[config.mk]
export PLATFORM = sky130hd
export DESIGN_NAME = ntc_ctrl
export DESIGN_NICKNAME = d
export VERILOG_FILES = /design/src/rtl/ntc_pkg.sv /design/src/rtl/ntc_ctrl.sv
export SDC_FILE = /design/constraint.sdc
export NUM_CORES = 1
export LEC_CHECK = 0
export ABC_CLOCK_PERIOD_IN_PS = 1900
export BUFFER_PORTS_ARGS = -buffer_cell sky130_fd_sc_hd__buf_2
export CORE_MARGIN = 3
export CORE_UTILIZATION = 45
export CTS_BUF_LIST = sky130_fd_sc_hd__clkbuf_8
export DETAILED_ROUTE_END_ITERATION = 6
export GPL_TIMING_DRIVEN = 1
export PLACE_DENSITY = 0.7
export SLEW_MARGIN = 10
export SYNTH_ARGS = -nofsm -noshare
export SYNTH_HDL_FRONTEND = slang
export SYNTH_SLANG_ARGS = --single-unit
[constraint.sdc]
create_clock -name i_clk -period 1.9 [get_ports i_clk]
set_input_delay 0.285 -clock i_clk [delete_from_list [all_inputs] [get_ports i_clk]]
set_output_delay 0.285 -clock i_clk [all_outputs]
set_load 0.02 [all_outputs]
[src/rtl/ntc_pkg.sv]
// Shared constants, datapath operation codes and control/status types.
package ntc_pkg;

    localparam int C_ADC_BITS = 12;

    // Configuration register indexes and reset values
    localparam logic [1:0]  CFG_RREF = 2'd0;
    localparam logic [1:0]  CFG_BETA = 2'd1;
    localparam logic [1:0]  CFG_RINF = 2'd2;
    localparam logic [19:0] RREF_RST = 20'd10000;
    localparam logic [13:0] BETA_RST = 14'd3380;
    localparam logic [23:0] RINF_RST = 24'd2001279;

    // Arithmetic constants
    localparam logic [31:0] LN2_Q32     = 32'd2977044472;
    localparam logic [17:0] ABS_ZERO_Q8 = 18'd69926;
    localparam logic [17:0] TEMP_MAX    = 18'd70000;
    localparam logic [46:0] TK_MAX      = 47'd139926;
    localparam logic [5:0]  SQR_STEPS   = 6'd24;
    localparam logic [5:0]  DIV_STEPS   = 6'd47;

    // Datapath operation codes
    localparam logic [3:0] OP_NONE   = 4'd0;
    localparam logic [3:0] OP_LOAD   = 4'd1;
    localparam logic [3:0] OP_MUL    = 4'd2;
    localparam logic [3:0] OP_LOGN   = 4'd3;
    localparam logic [3:0] OP_LOGD   = 4'd4;
    localparam logic [3:0] OP_NORM   = 4'd5;
    localparam logic [3:0] OP_MANT   = 4'd6;
    localparam logic [3:0] OP_SQR    = 4'd7;
    localparam logic [3:0] OP_DIFF   = 4'd8;
    localparam logic [3:0] OP_LN     = 4'd9;
    localparam logic [3:0] OP_DINIT  = 4'd10;
    localparam logic [3:0] OP_DIV    = 4'd11;
    localparam logic [3:0] OP_FIN_OK = 4'd12;
    localparam logic [3:0] OP_FIN_SAT = 4'd13;
    localparam logic [3:0] OP_PUSH   = 4'd14;

    typedef struct packed {
        logic [3:0] op;
    } t_dp_cmd;

    typedef struct packed {
        logic invalid;    // den is zero or num <= den
        logic norm_top;   // normalized word has its top bit set
        logic step_last;  // last squaring or divide step
        logic log_small;  // log difference <= 0
        logic ln_zero;    // natural log rounds to zero
    } t_dp_sts;

endpackage

[src/rtl/ntc_ctrl.sv]
// Controller: sequences one item through the datapath and owns the output handshake.
module ntc_ctrl
    import ntc_pkg::*;
(
    input  logic    i_clk,
    input  logic    i_rst_n,
    input  logic    i_in_valid,
    output logic    o_in_ready,
    input  logic    i_req_type,
    output logic    o_out_valid,
    input  logic    i_out_ready,
    input  t_dp_sts i_sts,
    output t_dp_cmd o_cmd
);
    localparam logic [4:0] S_IDLE  = 5'd0;
    localparam logic [4:0] S_MUL   = 5'd1;
    localparam logic [4:0] S_CHK   = 5'd2;
    localparam logic [4:0] S_NORMN = 5'd3;
    localparam logic [4:0] S_SQRN  = 5'd4;
    localparam logic [4:0] S_LOGD  = 5'd5;
    localparam logic [4:0] S_NORMD = 5'd6;
    localparam logic [4:0] S_SQRD  = 5'd7;
    localparam logic [4:0] S_DIFF  = 5'd8;
    localparam logic [4:0] S_CHKD  = 5'd9;
    localparam logic [4:0] S_CHKLN = 5'd10;
    localparam logic [4:0] S_DINIT = 5'd11;
    localparam logic [4:0] S_DIV   = 5'd12;
    localparam logic [4:0] S_FIN   = 5'd13;
    localparam logic [4:0] S_SAT   = 5'd14;
    localparam logic [4:0] S_DONE  = 5'd15;

    logic [4:0] r_state, n_state;
    logic       r_ovalid, n_ovalid;

    assign o_in_ready  = (r_state == S_IDLE);
    assign o_out_valid = r_ovalid;

    // Pick the next state and the datapath operation
    always_comb begin
        n_state  = r_state;
        n_ovalid = r_ovalid && !i_out_ready;
        o_cmd.op = OP_NONE;
        unique case (r_state)
            S_IDLE: begin
                if (i_in_valid) begin
                    o_cmd.op = OP_LOAD;
                    n_state  = i_req_type ? S_MUL : S_DONE;
                end
            end
            S_MUL: begin
                o_cmd.op = OP_MUL;
                n_state  = S_CHK;
            end
            S_CHK: begin
                if (i_sts.invalid) begin
                    n_state = S_DONE;
                end else begin
                    o_cmd.op = OP_LOGN;
                    n_state  = S_NORMN;
                end
            end
            S_NORMN: begin
                o_cmd.op = i_sts.norm_top ? OP_MANT : OP_NORM;
                if (i_sts.norm_top) n_state = S_SQRN;
            end
            S_SQRN: begin
                o_cmd.op = OP_SQR;
                if (i_sts.step_last) n_state = S_LOGD;
            end
            S_LOGD: begin
                o_cmd.op = OP_LOGD;
                n_state  = S_NORMD;
            end
            S_NORMD: begin
                o_cmd.op = i_sts.norm_top ? OP_MANT : OP_NORM;
                if (i_sts.norm_top) n_state = S_SQRD;
            end
            S_SQRD: begin
                o_cmd.op = OP_SQR;
                if (i_sts.step_last) n_state = S_DIFF;
            end
            S_DIFF: begin
                o_cmd.op = OP_DIFF;
                n_state  = S_CHKD;
            end
            S_CHKD: begin
                if (i_sts.log_small) begin
                    n_state = S_SAT;
                end else begin
                    o_cmd.op = OP_LN;
                    n_state  = S_CHKLN;
                end
            end
            S_CHKLN: n_state = i_sts.ln_zero ? S_SAT : S_DINIT;
            S_DINIT: begin
                o_cmd.op = OP_DINIT;
                n_state  = S_DIV;
            end
            S_DIV: begin
                o_cmd.op = OP_DIV;
                if (i_sts.step_last) n_state = S_FIN;
            end
            S_FIN: begin
                o_cmd.op = OP_FIN_OK;
                n_state  = S_DONE;
            end
            S_SAT: begin
                o_cmd.op = OP_FIN_SAT;
                n_state  = S_DONE;
            end
            S_DONE: begin
                // push once the output register is free
                if (!r_ovalid || i_out_ready) begin
                    o_cmd.op = OP_PUSH;
                    n_ovalid = 1'b1;
                    n_state  = S_IDLE;
                end
            end
            default: n_state = S_IDLE;
        endcase
    end

    // Advance state
    always_ff @(posedge i_clk) begin
        if (!i_rst_n) begin
            r_state  <= S_IDLE;
            r_ovalid <= 1'b0;
        end else begin
            r_state  <= n_state;
            r_ovalid <= n_ovalid;
        end
    end

endmodule
## Word level (Yosys, flattened, before mapping)

Index checks and enable logic that the tools add are counted.

| cells by class | value |
|---|---|
| divide/modulo/power cells | 0 |
| reduce and logical (&&, ||, !) cells | 9 |
| magnitude comparators | 0 |
| equality and inequality tests | 22 |
| bitwise logic cells | 0 |
| add/subtract/negate cells | 0 |
| muxes and demuxes | 20 |
| $mul | 0 |
| shift operators | 0 |

Operators with widths:

| kind | count |
|---|---|
| $pmux W5 S15 | 1 |
| $pmux W4 S13 | 1 |
| $eq A5 B4 Y1 const B | 8 |
| $mux W5 | 7 |
| $eq A5 B3 Y1 const B | 4 |
| $mux W4 | 4 |
| $ne A2 B2 Y1 const B | 7 |
| $eq A5 B2 Y1 const B | 2 |
| $reduce_and A7 Y1 | 1 |
| $mux W3 | 2 |
| $reduce_or A2 Y1 | 3 |
| $eq A5 B1 Y1 const B | 1 |
| $logic_not A5 Y1 | 1 |
| $mux W2 | 2 |
| $mux W1 | 3 |
| $logic_not A1 Y1 | 2 |
| $logic_and A1 B1 Y1 | 1 |
| $logic_or A1 B1 Y1 | 1 |

| word-level totals | value |
|---|---|
| flip-flop bits (word level) | 6 |
| memories | 0 |
| input port bits | 10 |
| output and inout bits | 6 |
| ROM bits | 0 |
| word-level logic and storage cells | 53 |
| memory bits (writable) | 0 |
| latch bits | 0 |

## Logic depth before layout (Yosys ltp)

| logic depth | value |
|---|---|
| depth after elaboration | 4 |
| gate-level depth with buffers | 6 |
| mapped depth without buffers | 5 |

## Least setup slack after synthesis

Ideal clock, no wire load.

| timing | value |
|---|---|
| path kind | flip-flop to output port |
| start | register r_state[0] |
| end | output port o_cmd[0] (netlist name) |
| buffers on the path | 2 |
| path slack | 0.267 ns |
| data arrival time | 1.348 ns |
| cell stages (with the launch flop) | 6 |
| data required time | 1.615 ns |
| cells stage by stage | dfxtp_1 > buf_2 > buf_2 > nor2_1 > a2111oi_0 > a221o_1 |

RTL lines:

| item | line | text |
|---|---|---|
| start: declaration | ntc_ctrl.sv:32 | `logic [4:0] r_state, n_state;` |
| start signal: assignment | ntc_ctrl.sv:129 | `r_state <= n_state;` |
| end: declaration | ntc_ctrl.sv:13 | `output t_dp_cmd o_cmd` |

==> out/summary.txt <==
P_int: 720 uW
Clk network pwr share: 13.4%
Flop pwr share: 19.2%
gr ovfl total: 0
largest net degree at the start of global routing: 13
die height: 42.1 um
number of synthesized flops with an enable pin: 0
via count: 721
CP endpoint kind: output port
final setup TNS: 0 ns
die area: 1770 um^2
final net count: 119
Pre-antenna DRT Iters: 4
Final period util: 96.4%
minimum clock period: 1.83 ns
Final setup viols: 0
Syn Std Cell Area: 587 um^2
skew final: 0.00210 ns
clk slew on worst S/H paths: 0.04 ns
number of global-route vias before repair: 597
remaining antenna violation count: 0
Avg Cell Area, Syn: 6.67 um^2
worst-path maximum fanout: 6
asr flop ratio synth: 0%
Switching Fraction: 48.4%
area of the core: 1170 um^2
leak pwr: 0.328 nW
HP Class: input pin to flip-flop
Final Hold Viols: 0
buffers added on ports: 15
post-synthesis net count: 98
WP data arrival: 1.55 ns
Post-synth top flop: dfxtp_1
layout cell share with drive strength beyond 1: 31.5%
# IOs: 16
first-pass GRT wire length: 2480 um
worst slew pin tran: 0.481 ns
Mapped Cells: 88
#FFs+latches synth: 5
GPL Wtd Cong: 0.792
# fillers: 125
Inserted Diodes: 0
Worst slew margin: 67.9%
routed wire length per instance: 13.0 um
Crit Path Class: flip-flop to output port
CTS tree: yes
IR drop worst, VDD: 0.894 mV
Initial DRC Count: 23
total track usage: 17.4%
Starting Density: 50.1%
max-slew violation count: 0
Ys Warns: 0
Num CTS Buffers: 3
MaxCap Viol Count: 0
worst hold slack: 0.357 ns
buffer count from post-CTS setup fixing: 0
Root Buffer: clkbuf_8
Clock Path Buffers: 2
sequential share of the synthesized area: 17.1%
# DRC: 0
# hold bufs at CTS: 0
initial antenna violation count: 0
Worst setup SP type: flip-flop
status: completed
H-tree depth: 1
row count: 12
fmax: 546 MHz
combinational power share: 67.3%
pwr dens: 1850 nW/um^2
Final Util: 64.4%
post-DP HPWL: 1210 um
worst path required time: 1.62 ns
Synth cell types: 33
final WL: 1590 um
routed vias/inst: 5.91
clock sink total: 5
Layout area overhead: 28.6%
Die W: 42.1 um
Psw: 676 uW
Clock Latency Late Sink: 0.22 ns
kinds of logic after synthesis:
group	share of synthesized area (%)
buffers and inverters	10.9
AOI/OAI and AO/OA	33.3
muxes	1.71
DFF	17.1
and+or+nand+nor	37.1
critical path: stages (launching register included):
cell	delay [ns]
dfxtp_2	0.39
nor2b_2	0.19
nor2_1	0.05
a2111oi_1	0.38
a221o_1	0.16
buf_2	0.15
synthesized netlist by cell type, types with 2 or more instances:
cell	instances	share of area, %
nand2b_1	6	6.4
and3_1	2	2.1
a22o_1	2	3.0
dfxtp_1	5	17
o21ai_0	7	6.0
nor2_1	11	7.0
nor2b_1	4	4.3
inv_1	3	1.9
nand3_1	4	3.4
a21oi_1	7	6.0
nor3_1	2	1.7
buf_2	6	5.1
a211oi_1	2	2.6
nand2_1	8	5.1
repair_timing:
| action | 4_1_cts | 5_1_grt |
|---|---|---|
| setup endpoints to repair | 1 | 2 |
| pin swaps | 0 | 0 |
| gates resized for setup | 3 | 2 |
layout by cell type, fill, tap and decap left out, types with 3 or more instances in the layout:
master / n
nor2b_1: 3
nand2b_1: 6
dfxtp_2: 3
inv_1: 4
nand2_1: 8
nand3_1: 4
nor2_1: 11
a21oi_1: 7
o21ai_0: 7
buf_2: 15
buf_4: 10
clkbuf_8: 3
final cells by class:
type	count	area, um^2	share of cell area [%]
Timing Repair Buffer	25	150	19.9
Tap cell	14	17.5	2.32
Clock buffer	3	41.3	5.47
Clock inverter	1	3.75	0.498
Sequential cell	5	104	13.8
Inverter	3	11.3	1.49
Multi-Input combinational cell	71	427	56.6
metrics by stage:
step | total power [mW] | instances | setup WS, ns | area, um^2
floorplan | 0.922 | 88 | 0.267 | 587
detailed placement | 1.18 | 118 | 0.179 | 702
finish | 1.40 | 122 | 0.0687 | 754
global placement | 1.16 | 118 | 0.266 | 702
global route | 1.50 | 122 | -0.00928 | 754
CTS | 1.38 | 122 | 0.0591 | 751
flip-flops by register name, summed over array words and instances, names as in the netlist:
register,cells
r_state,4
o_out_valid,1
final timing paths:
| kind | depth (start not counted) | to | start | slack [ns] |
|---|---|---|---|---|
| worst max register to register | 5 | r_state[2] | r_state[3] | 0.30 |
| worst min register to register | 2 | o_out_valid | o_out_valid | 0.61 |
| worst min-delay path | 3 | r_state[3] | i_rst_n | 0.36 |
| worst max-delay path | 5 | o_cmd[0] | r_state[2] | 0.07 |
power groups by stage:
stage                     combinational (mW)  sequential (mW)  clock (mW)
final                                  0.940            0.268       0.188
after global routing                    1.02            0.274       0.206
after CTS                              0.933            0.257       0.192
after detailed placement               0.925            0.252           0
after global placement                 0.913            0.250           0
after floorplan                        0.759            0.163           0
routing by layer:
metal  share of wire (%)  track usage [%]  vias up
met1                  47             21.9      339
met5                   0                0        -
met4                0.95             1.86        0
li1                    -                -      359
met2                  48             30.2       21
met3                 4.7             5.15        2
No activity file was read; power rests on OpenSTA's default activity.
